**src/rtl/mpf_pkg.sv**
```systemverilog
// Shared types and constants for the monochrome page-mode frame store.
// No dependencies; imported by the channel interfaces and the core.
package mpf_pkg;

    // Field widths of the command and response words
    localparam int KIND_W   = 3;
    localparam int COLUMN_W = 7;
    localparam int ROW_W    = 6;
    localparam int BANK_W   = 3;
    localparam int CELL_W   = 4;
    localparam int VALUE_W  = 8;
    localparam int COUNT_W  = 4;
    localparam int BYTE_W   = 8;

    // Pixel rows covered by one byte, and the widest sprite column
    localparam int PAGE_ROWS     = 8;
    localparam int BLIT_MAX_BITS = 8;
    localparam logic [BYTE_W-1:0] INVERT_MASK = 8'hff;

    typedef enum logic [KIND_W-1:0] {
        KIND_CLEAR  = 3'd0,
        KIND_WRITE  = 3'd1,
        KIND_PIXEL  = 3'd2,
        KIND_INVERT = 3'd3,
        KIND_BLIT   = 3'd4,
        KIND_READ   = 3'd5
    } kind_t;

endpackage

```
**src/rtl/mpf_cmd_if.sv**
```systemverilog
// Command channel of the frame store: valid/ready plus one command word.
// Depends on mpf_pkg for the field widths.
interface mpf_cmd_if
    import mpf_pkg::*;
();
    logic                valid;
    logic                ready;
    logic [KIND_W-1:0]   kind;
    logic [COLUMN_W-1:0] column;
    logic [ROW_W-1:0]    row;
    logic [BANK_W-1:0]   bank;
    logic [CELL_W-1:0]   cell_req;
    logic [VALUE_W-1:0]  value;
    logic [COUNT_W-1:0]  bit_count;

    modport source (
        output valid, kind, column, row, bank, cell_req, value, bit_count,
        input  ready
    );
    modport sink (
        input  valid, kind, column, row, bank, cell_req, value, bit_count,
        output ready
    );
endinterface

```
**src/rtl/mpf_rsp_if.sv**
```systemverilog
// Response channel of the frame store: valid/ready plus one frame byte word.
// Depends on mpf_pkg for the field widths.
interface mpf_rsp_if
    import mpf_pkg::*;
();
    logic              valid;
    logic              ready;
    logic [BYTE_W-1:0] frame_byte;
    logic              last;

    modport source (
        output valid, frame_byte, last,
        input  ready
    );
    modport sink (
        input  valid, frame_byte, last,
        output ready
    );
endinterface

```
**src/rtl/mono_page_framebuffer_core.sv**
```systemverilog
// Frame store core for a page-organised monochrome LCD, one memory of bytes.
// A read-next word goes through the registered read port and the output register,
// which loads once rsp can take it. Per command: write byte, a write; read next, a
// read then the emit step; pixel and blit, a read-modify-write per touched byte;
// invert, a read then a write back per cell column; clear, a write to every entry;
// one read and one write port. Reset: a clearing pass zeroes the store, cmd.ready low.
module mono_page_framebuffer_core
    import mpf_pkg::*;
#(
    parameter int COLUMNS    = 84,
    parameter int BANKS      = 6,
    parameter int CELL_WIDTH = 6
) (
    input  logic       clk,
    input  logic       rst_n,
    mpf_cmd_if.sink    cmd,
    mpf_rsp_if.source  rsp
);

    localparam int STORE_SIZE = COLUMNS * BANKS;
    localparam int ADDR_W     = $clog2(STORE_SIZE);
    localparam int CNT_W      = $clog2(CELL_WIDTH + 1);
    localparam logic [ADDR_W-1:0] LAST_ADDR = ADDR_W'(STORE_SIZE - 1);
    localparam logic [7:0]        COLS_C    = 8'(COLUMNS);
    localparam logic [3:0]        BANKS_C   = 4'(BANKS);
    localparam logic [CNT_W-1:0]  CELL_C    = CNT_W'(CELL_WIDTH);

    typedef enum logic [5:0] {
        S_IDLE   = 6'b000001,
        S_SWEEP  = 6'b000010,
        S_MOD_LO = 6'b000100,
        S_MOD_HI = 6'b001000,
        S_INV    = 6'b010000,
        S_EMIT   = 6'b100000
    } state_t;

    // Linear byte address of a bank and column
    function automatic logic [ADDR_W-1:0] lin_addr(input logic [3:0] b,
                                                   input logic [COLUMN_W-1:0] c);
        logic [ADDR_W:0] sum;
        sum = (ADDR_W+1)'(b) * (ADDR_W+1)'(COLUMNS) + (ADDR_W+1)'(c);
        return sum[ADDR_W-1:0];
    endfunction

    state_t              state_reg, state_next;
    logic [ADDR_W-1:0]   sweep_reg, sweep_next;
    logic [ADDR_W-1:0]   scan_reg, scan_next;
    logic [ADDR_W-1:0]   addr_reg, addr_next;
    logic [ADDR_W-1:0]   addr_hi_reg, addr_hi_next;
    logic [BYTE_W-1:0]   mask_lo_reg, mask_lo_next;
    logic [BYTE_W-1:0]   data_lo_reg, data_lo_next;
    logic [BYTE_W-1:0]   mask_hi_reg, mask_hi_next;
    logic [BYTE_W-1:0]   data_hi_reg, data_hi_next;
    logic                hi_ok_reg, hi_ok_next;
    logic [7:0]          col_reg, col_next;
    logic [CNT_W-1:0]    cnt_reg, cnt_next;
    logic                out_valid_reg, out_valid_next;
    logic [BYTE_W-1:0]   byte_reg, byte_next;
    logic                last_reg, last_next;
    logic [BYTE_W-1:0]   rd_data_reg;

    logic [BYTE_W-1:0]   frame_store [STORE_SIZE];

    // Memory port controls
    logic                we, re;
    logic [ADDR_W-1:0]   waddr, raddr;
    logic [BYTE_W-1:0]   wdata;

    // Decoded command fields
    logic                accept;
    logic                col_ok;
    logic [3:0]          lo_bank, hi_bank;
    logic [COUNT_W-1:0]  cnt_sat;
    logic [BYTE_W:0]     mask9;
    logic [BYTE_W-1:0]   mask8, data8;
    logic [2*BYTE_W-1:0] mask16, data16;
    logic [7:0]          cell_col;
    logic [7:0]          col_inc;
    logic [CNT_W-1:0]    cnt_inc;
    logic                out_load;

    assign accept   = cmd.valid && cmd.ready;
    assign cmd.ready = (state_reg == S_IDLE);
    assign out_load  = (state_reg == S_EMIT) && (!out_valid_reg || rsp.ready);

    // Build the byte mask and data for a pixel or sprite column
    always_comb
    begin
        col_ok  = {1'b0, cmd.column} < COLS_C;
        lo_bank = {1'b0, cmd.row[ROW_W-1:3]};
        hi_bank = lo_bank + 4'd1;
        cnt_sat = (cmd.bit_count > COUNT_W'(BLIT_MAX_BITS)) ?
                  COUNT_W'(BLIT_MAX_BITS) : cmd.bit_count;
        mask9   = ((BYTE_W+1)'(1) << cnt_sat) - (BYTE_W+1)'(1);
        if (cmd.kind == KIND_PIXEL)
        begin
            mask8 = 8'h01;
            data8 = {7'b0, cmd.value[0]};
        end
        else
        begin
            mask8 = mask9[BYTE_W-1:0];
            data8 = cmd.value & mask9[BYTE_W-1:0];
        end
        mask16   = {8'b0, mask8} << cmd.row[2:0];
        data16   = {8'b0, data8} << cmd.row[2:0];
        cell_col = 8'(cmd.cell_req) * 8'(CELL_WIDTH);
        col_inc  = col_reg + 8'd1;
        cnt_inc  = cnt_reg + CNT_W'(1);
    end

    // Sequence the memory accesses of each command
    always_comb
    begin
        state_next     = state_reg;
        sweep_next     = sweep_reg;
        scan_next      = scan_reg;
        addr_next      = addr_reg;
        addr_hi_next   = addr_hi_reg;
        mask_lo_next   = mask_lo_reg;
        data_lo_next   = data_lo_reg;
        mask_hi_next   = mask_hi_reg;
        data_hi_next   = data_hi_reg;
        hi_ok_next     = hi_ok_reg;
        col_next       = col_reg;
        cnt_next       = cnt_reg;
        byte_next      = byte_reg;
        last_next      = last_reg;
        out_valid_next = out_valid_reg && !rsp.ready;
        we    = 1'b0;
        re    = 1'b0;
        waddr = addr_reg;
        raddr = addr_reg;
        wdata = '0;

        case (state_reg)
            S_IDLE:
            begin
                if (accept)
                begin
                    case (cmd.kind)
                        KIND_CLEAR:
                        begin
                            sweep_next = '0;
                            state_next = S_SWEEP;
                        end
                        KIND_WRITE:
                        begin
                            if (col_ok && ({1'b0, cmd.bank} < BANKS_C))
                            begin
                                we    = 1'b1;
                                waddr = lin_addr({1'b0, cmd.bank}, cmd.column);
                                wdata = cmd.value;
                            end
                        end
                        KIND_PIXEL, KIND_BLIT:
                        begin
                            if (col_ok && (lo_bank < BANKS_C) && (mask8 != '0))
                            begin
                                re           = 1'b1;
                                raddr        = lin_addr(lo_bank, cmd.column);
                                addr_next    = raddr;
                                addr_hi_next = lin_addr(hi_bank, cmd.column);
                                mask_lo_next = mask16[BYTE_W-1:0];
                                data_lo_next = data16[BYTE_W-1:0];
                                mask_hi_next = mask16[2*BYTE_W-1:BYTE_W];
                                data_hi_next = data16[2*BYTE_W-1:BYTE_W];
                                hi_ok_next   = (hi_bank < BANKS_C) &&
                                               (mask16[2*BYTE_W-1:BYTE_W] != '0);
                                state_next   = S_MOD_LO;
                            end
                        end
                        KIND_INVERT:
                        begin
                            if (({1'b0, cmd.bank} < BANKS_C) && (cell_col < COLS_C))
                            begin
                                re         = 1'b1;
                                raddr      = lin_addr({1'b0, cmd.bank},
                                                      cell_col[COLUMN_W-1:0]);
                                addr_next  = raddr;
                                col_next   = cell_col;
                                cnt_next   = '0;
                                state_next = S_INV;
                            end
                        end
                        KIND_READ:
                        begin
                            re         = 1'b1;
                            raddr      = scan_reg;
                            state_next = S_EMIT;
                        end
                        default:
                        begin
                            state_next = S_IDLE;
                        end
                    endcase
                end
            end
            S_SWEEP:
            begin
                we    = 1'b1;
                waddr = sweep_reg;
                wdata = '0;
                sweep_next = sweep_reg + ADDR_W'(1);
                if (sweep_reg == LAST_ADDR)
                begin
                    state_next = S_IDLE;
                end
            end
            S_MOD_LO:
            begin
                // Merge the low byte, fetch the byte of the next bank if needed
                we    = 1'b1;
                wdata = (rd_data_reg & ~mask_lo_reg) | data_lo_reg;
                if (hi_ok_reg)
                begin
                    re         = 1'b1;
                    raddr      = addr_hi_reg;
                    addr_next  = addr_hi_reg;
                    state_next = S_MOD_HI;
                end
                else
                begin
                    state_next = S_IDLE;
                end
            end
            S_MOD_HI:
            begin
                we         = 1'b1;
                wdata      = (rd_data_reg & ~mask_hi_reg) | data_hi_reg;
                state_next = S_IDLE;
            end
            S_INV:
            begin
                // Write back this column while fetching the next one
                we       = 1'b1;
                wdata    = rd_data_reg ^ INVERT_MASK;
                col_next = col_inc;
                cnt_next = cnt_inc;
                if ((cnt_inc < CELL_C) && (col_inc < COLS_C))
                begin
                    re        = 1'b1;
                    raddr     = addr_reg + ADDR_W'(1);
                    addr_next = raddr;
                end
                else
                begin
                    state_next = S_IDLE;
                end
            end
            S_EMIT:
            begin
                if (out_load)
                begin
                    out_valid_next = 1'b1;
                    byte_next      = rd_data_reg;
                    last_next      = (scan_reg == LAST_ADDR);
                    scan_next      = (scan_reg == LAST_ADDR) ? '0 :
                                     scan_reg + ADDR_W'(1);
                    state_next     = S_IDLE;
                end
            end
            default:
            begin
                state_next = S_IDLE;
            end
        endcase
    end

    // Frame store: one write port, one registered read port
    always_ff @(posedge clk)
    begin
        if (we)
        begin
            frame_store[waddr] <= wdata;
        end
        if (re)
        begin
            rd_data_reg <= frame_store[raddr];
        end
    end

    // Control state
    always_ff @(posedge clk or negedge rst_n)
    begin
        if (!rst_n)
        begin
            state_reg     <= S_SWEEP;
            sweep_reg     <= '0;
            scan_reg      <= '0;
            out_valid_reg <= 1'b0;
        end
        else
        begin
            state_reg     <= state_next;
            sweep_reg     <= sweep_next;
            scan_reg      <= scan_next;
            out_valid_reg <= out_valid_next;
        end
    end

    // Operands and output word
    always_ff @(posedge clk)
    begin
        addr_reg    <= addr_next;
        addr_hi_reg <= addr_hi_next;
        mask_lo_reg <= mask_lo_next;
        data_lo_reg <= data_lo_next;
        mask_hi_reg <= mask_hi_next;
        data_hi_reg <= data_hi_next;
        hi_ok_reg   <= hi_ok_next;
        col_reg     <= col_next;
        cnt_reg     <= cnt_next;
        byte_reg    <= byte_next;
        last_reg    <= last_next;
    end

    assign rsp.valid      = out_valid_reg;
    assign rsp.frame_byte = byte_reg;
    assign rsp.last       = last_reg;

`ifndef SYNTHESIS
    // A read and a write never meet at one entry
    assert property (@(posedge clk) disable iff (!rst_n)
        (we && re) |-> (waddr != raddr))
        else $error("read and write collide on one frame store entry");

    // A read-next command always moves to the emit step
    assert property (@(posedge clk) disable iff (!rst_n)
        (accept && (cmd.kind == KIND_READ)) |=> (state_reg == S_EMIT))
        else $error("read-next command did not reach the emit step");

    // The clearing pass ends on the last entry
    assert property (@(posedge clk) disable iff (!rst_n)
        ((state_reg == S_SWEEP) && (sweep_reg == LAST_ADDR)) |=> (state_reg == S_IDLE))
        else $error("clearing pass did not end on the last entry");

    // The scan pointer moves only when a word is loaded
    assert property (@(posedge clk) disable iff (!rst_n)
        !out_load |=> $stable(scan_reg))
        else $error("scan pointer moved without a word");
`endif

endmodule

```
**src/flat_wrapper.sv**
```systemverilog
// flat-port wrapper written by rule: the top's interface ports become plain ports
module mono_page_framebuffer_core_flat import mpf_pkg::*;
#(
    parameter int COLUMNS    = 84,
    parameter int BANKS      = 6,
    parameter int CELL_WIDTH = 6
)
  (clk, rst_n, cmd_valid, cmd_kind, cmd_column, cmd_row, cmd_bank, cmd_cell_req, cmd_value, cmd_bit_count, cmd_ready, rsp_valid, rsp_frame_byte, rsp_last, rsp_ready);
  mpf_cmd_if cmd_i ();
  mpf_rsp_if rsp_i ();
  input  logic clk;
  input  logic rst_n;
  input wire logic [$bits(cmd_i.valid)-1:0] cmd_valid;
  input wire logic [$bits(cmd_i.kind)-1:0] cmd_kind;
  input wire logic [$bits(cmd_i.column)-1:0] cmd_column;
  input wire logic [$bits(cmd_i.row)-1:0] cmd_row;
  input wire logic [$bits(cmd_i.bank)-1:0] cmd_bank;
  input wire logic [$bits(cmd_i.cell_req)-1:0] cmd_cell_req;
  input wire logic [$bits(cmd_i.value)-1:0] cmd_value;
  input wire logic [$bits(cmd_i.bit_count)-1:0] cmd_bit_count;
  output wire logic [$bits(cmd_i.ready)-1:0] cmd_ready;
  output wire logic [$bits(rsp_i.valid)-1:0] rsp_valid;
  output wire logic [$bits(rsp_i.frame_byte)-1:0] rsp_frame_byte;
  output wire logic [$bits(rsp_i.last)-1:0] rsp_last;
  input wire logic [$bits(rsp_i.ready)-1:0] rsp_ready;
  assign cmd_i.valid = cmd_valid;
  assign cmd_i.kind = cmd_kind;
  assign cmd_i.column = cmd_column;
  assign cmd_i.row = cmd_row;
  assign cmd_i.bank = cmd_bank;
  assign cmd_i.cell_req = cmd_cell_req;
  assign cmd_i.value = cmd_value;
  assign cmd_i.bit_count = cmd_bit_count;
  assign cmd_ready = cmd_i.ready;
  assign rsp_valid = rsp_i.valid;
  assign rsp_frame_byte = rsp_i.frame_byte;
  assign rsp_last = rsp_i.last;
  assign rsp_i.ready = rsp_ready;
  mono_page_framebuffer_core #(.COLUMNS(COLUMNS), .BANKS(BANKS), .CELL_WIDTH(CELL_WIDTH)) u_core (.clk(clk), .rst_n(rst_n), .cmd(cmd_i), .rsp(rsp_i));
endmodule
```
**config.mk**
```make
export PLATFORM = sky130hd
export DESIGN_NAME = mono_page_framebuffer_core_flat
export DESIGN_NICKNAME = d
export VERILOG_FILES = /design/src/rtl/mpf_pkg.sv /design/src/rtl/mpf_cmd_if.sv /design/src/rtl/mpf_rsp_if.sv /design/src/rtl/mono_page_framebuffer_core.sv /design/src/flat_wrapper.sv
export SDC_FILE = /design/constraint.sdc
export NUM_CORES = 2
export LEC_CHECK = 0
export ABC_CLOCK_PERIOD_IN_PS = 21300
export BUFFER_PORTS_ARGS = -buffer_cell sky130_fd_sc_hd__buf_2
export CELL_PAD_IN_SITES_DETAIL_PLACEMENT = 1
export CELL_PAD_IN_SITES_GLOBAL_PLACEMENT = 2
export CORE_MARGIN = 2
export CORE_UTILIZATION = 42
export DETAILED_ROUTE_END_ITERATION = 10
export MAX_ROUTING_LAYER = met4
export PLACE_DENSITY = 0.79
export SLEW_MARGIN = 20
export SYNTH_ARGS = -nofsm -noshare
export SYNTH_HDL_FRONTEND = slang
export SYNTH_SLANG_ARGS = --single-unit
```
**constraint.sdc**
```tcl
create_clock -name clk -period 21.3 [get_ports clk]
set_input_delay 3.195 -clock clk [delete_from_list [all_inputs] [get_ports clk]]
set_output_delay 3.195 -clock clk [all_outputs]
set_load 0.02 [all_outputs]
```
==> reports/metrics.cfg <==
[pwr]
power.leakage_nw=63.1
p_total_mw=20.9
p_per_area_nw_per_um2=111
peakVddDrop_mv=0.0795

[clocking]
post_cts_buffers=0
cts_made_buffers=431
hold_buffers=0
clock_path_buffers=4
cts-root-buf=clkbuf_16
cts_resized=0
cts_sinks=4134
worstSkewPairLatency_ps=1030
clkTransAtPathRegs_ps=70
h-tree-depth=5
cts_tree=built

[run_status]
violations=DRC
status=complete, but fails checks

[sta]
post-route-min-period_ps=10990
tightestPinTransition_ps=1280
post-route-period-util=0.516
hold_violations=0
setup_viol=0
slew_headroom=0.139
fin_worst_skew_ps=110
report.final.slew_viol_count=0
rsz0062_at_grt=no
fmax_ghz=0.0910
finalSetupTns_ps=0

[synthesis]
synth_seq_area_share=0.734
ys_warn_count=0
async_flop_share=0.00605
syn_area_um2=169000
synth_edf_count=4109
ys_seq_elements=4134
ys_types=98
syn_inst=12800
syn_nets=12900
postSynthAreaPerCell_um2=13.2
synth_ff_type=edfxtp_1

[worst_setup_path]
path_max_fanout=96
r2r_slack_ps=12580
path_common_cell=buf_4
rr_startpoint=u_core.state_reg[3]$_DFFE_PN0P_
crit_chain=buf_2, ha_1, fa_1, or2_2, a221o_1, o31ai_4, a21oi_1, o21ai_2, and3_4, buf_12, buf_4, buf_4, mux4_2, a221oi_1, o21ai_0, nor2_1, a31oi_1, a2111o_1, or4_1
worstSetupStartpointType=input pin
crit_end=u_core.rd_data_reg[2]$_DFFE_PP_
critPathLaunch=cmd_cell_req[0]
cp_slowest_cell=and3_4
cp_data_required_time_ps=22070
crit_path_max_incr_delay_ps=740
critical_path_class=input pin to flip-flop
r2r_end=u_core.rd_data_reg[2]$_DFFE_PP_
arrival_ps=11760
r2r_cells=15
cp-end-kind=flip-flop

[detailed_routing]
vias_per_cell=6.23
drc_errors=6
ant_nets=0
drtPass1Iterations=9
vias=115000
drt_first_iter_violations=15700
wl_um=611000
wl_per_cell_um=33.3

[floorplanning]
placementRows=232
core_region_area_um2=400000
initial_utilization=0.422
ios=50
die-area_um2=407000
die_width_um=638
die_h_um=638

[placed_design]
port_buffers=49
place.gp.congestion=0.915
place_hpwl_um=366000

[layout]
multiInputGateArea_um2=41400
nFillCells=40100
nNetsFinal=12800
syn_to_final_growth_pct=11.7
largest_register_ffs=4032
seq_area_um2=124000
layout-drive-gt1-share=0.0902
largest-register=u_core.frame_store

[grt]
globalRoute.busiestLayer=met2
grt-ovfl-total=0
grt_pass1_vias=114000
grt_use_met1=0.393
antenna_found_initial=50
grt_pass1_wl_um=861000
grt_usage=0.302
grt_util_met3=0.0538
grt_start_max_net_pins=218
grt_use_met2=0.463

[hold_path]
hp-class=flip-flop to flip-flop

[run]
drv_cap=0

==> kinds of logic after synthesis <==
| logic type | after synthesis | synth area share |
|---|---|---|
| mux | 316 | 0.0280 |
| fa+ha+maj | 50 | 0.00397 |
| compound gates | 1225 | 0.0513 |
| flops | 4134 | 0.734 |
| buf+inv | 875 | 0.0246 |
| xor+xnor | 48 | 0.00249 |
| simple gates | 6144 | 0.156 |
==> worst max-delay path: cells and delay by family <==
family / cells / cell delay, ps
buf+inv: 4 / 2030
compound gates: 8 / 3120
mux: 1 / 610
simple gates: 4 / 1810
fa+ha+maj: 2 / 770
==> cell usage after synthesis, types with 23 or more instances <==
library cell,n,share of area
xor2_1,25,0.0013
xnor2_1,23,0.0012
o2111ai_1,24,0.0012
a32oi_1,101,0.0052
a31oi_1,285,0.011
buf_2,364,0.011
buf_1,81,0.0018
mux4_2,125,0.017
a221oi_1,28,0.0015
a21oi_1,220,0.0065
buf_4,71,0.0032
a211oi_1,34,0.0015
dfrtp_1,24,0.0036
nand2_1,3489,0.078
a22oi_1,49,0.0022
edfxtp_1,4109,0.73
o21ai_0,100,0.0030
o22ai_1,46,0.0017
nor3_1,60,0.0018
nor4_1,26,0.00096
inv_1,37,0.00082
a311oi_1,159,0.0082
nand4_1,57,0.0021
ha_1,44,0.0033
and3_1,288,0.011
clkbuf_1,303,0.0067
nor2b_1,25,0.00093
nand3_1,1402,0.042
mux2i_1,186,0.011
nor2_1,688,0.015
==> where the power goes <==
part	leakage, nW	switching (mW)	internal, mW	total [mW]
sequential	36.2	0.0390	8.94	8.97
clock	6.69	3.28	4.18	7.46
combinational	20.2	3.34	1.13	4.47
==> cell type report <==
class	count	share of cell area
Sequential cell	4134	0.657
Multi-Input combinational cell	7783	0.220
Clock buffer	521	0.0596
Tap cell	5265	0.0349
Timing Repair Buffer	324	0.0145
Clock inverter	269	0.0129
Inverter	39	0.000776
Antenna cell	39	0.000517
==> layer usage <==
metal | routed length [µm] | share of wire
met5 | 0 | 0
met4 | 31100 | 0.051
met3 | 56900 | 0.093
met2 | 286000 | 0.47
met1 | 238000 | 0.39
==> worst min-delay path by stage <==
stage / start / endpoint / slack [ps] / cells after the start
final: u_core.cnt_reg[0]$_SDFFCE_PP0P_ / u_core.cnt_reg[0]$_SDFFCE_PP0P_ / 590 / 1
after global routing: u_core.cnt_reg[0]$_SDFFCE_PP0P_ / u_core.cnt_reg[0]$_SDFFCE_PP0P_ / 620 / 1
after CTS: u_core.cnt_reg[0]$_SDFFCE_PP0P_ / u_core.cnt_reg[0]$_SDFFCE_PP0P_ / 580 / 1
after detailed placement: u_core.cnt_reg[0]$_SDFFCE_PP0P_ / u_core.cnt_reg[0]$_SDFFCE_PP0P_ / 570 / 1
after global placement: u_core.scan_reg[2]$_DFFE_PN0P_ / u_core.scan_reg[2]$_DFFE_PN0P_ / 550 / 1
after floorplan: u_core.rd_data_reg[7]$_DFFE_PP_ / u_core.rsp.frame_byte[7]$_DFFE_PP_ / 440 / 0
==> placed cells by master, fill, tap and decap left out, types with 21 or more instances in the layout <==
cell	instances
and3_1	288
a221oi_1	27
a311oi_1	158
nand2_1	3467
diode_2	39
nor2_1	651
a22oi_1	49
xor2_1	25
inv_1	37
nor3_1	55
nor2b_1	25
clkbuf_16	437
nand4_1	57
xnor2_1	23
clkbuf_1	84
buf_2	49
dfrtp_1	24
nor2_2	29
o21ai_0	98
ha_1	44
mux4_2	125
nand3_1	1401
o22ai_1	46
a211oi_1	32
mux2i_1	186
buf_12	33
a21oi_1	220
clkinv_1	110
nor4_1	21
bufinv_16	35
a31oi_1	285
a32oi_1	101
clkinv_2	86
buf_4	241
edfxtp_1	4109
==> stage by stage <==
step                      hold slack, ps  instance area (µm²)  worst slack [ps]   util  instances
after floorplan                      437               169000              3570      -      12800
after global placement               549               175000              8820  0.437      17500
after detailed placement             570               175000              9510  0.437      17500
after CTS                            582               189000             10550  0.471      18300
after global routing                 616               189000             10050  0.472      18400
final                                586               189000             10310  0.472      18400
No activity file was read; power rests on OpenSTA's default activity.
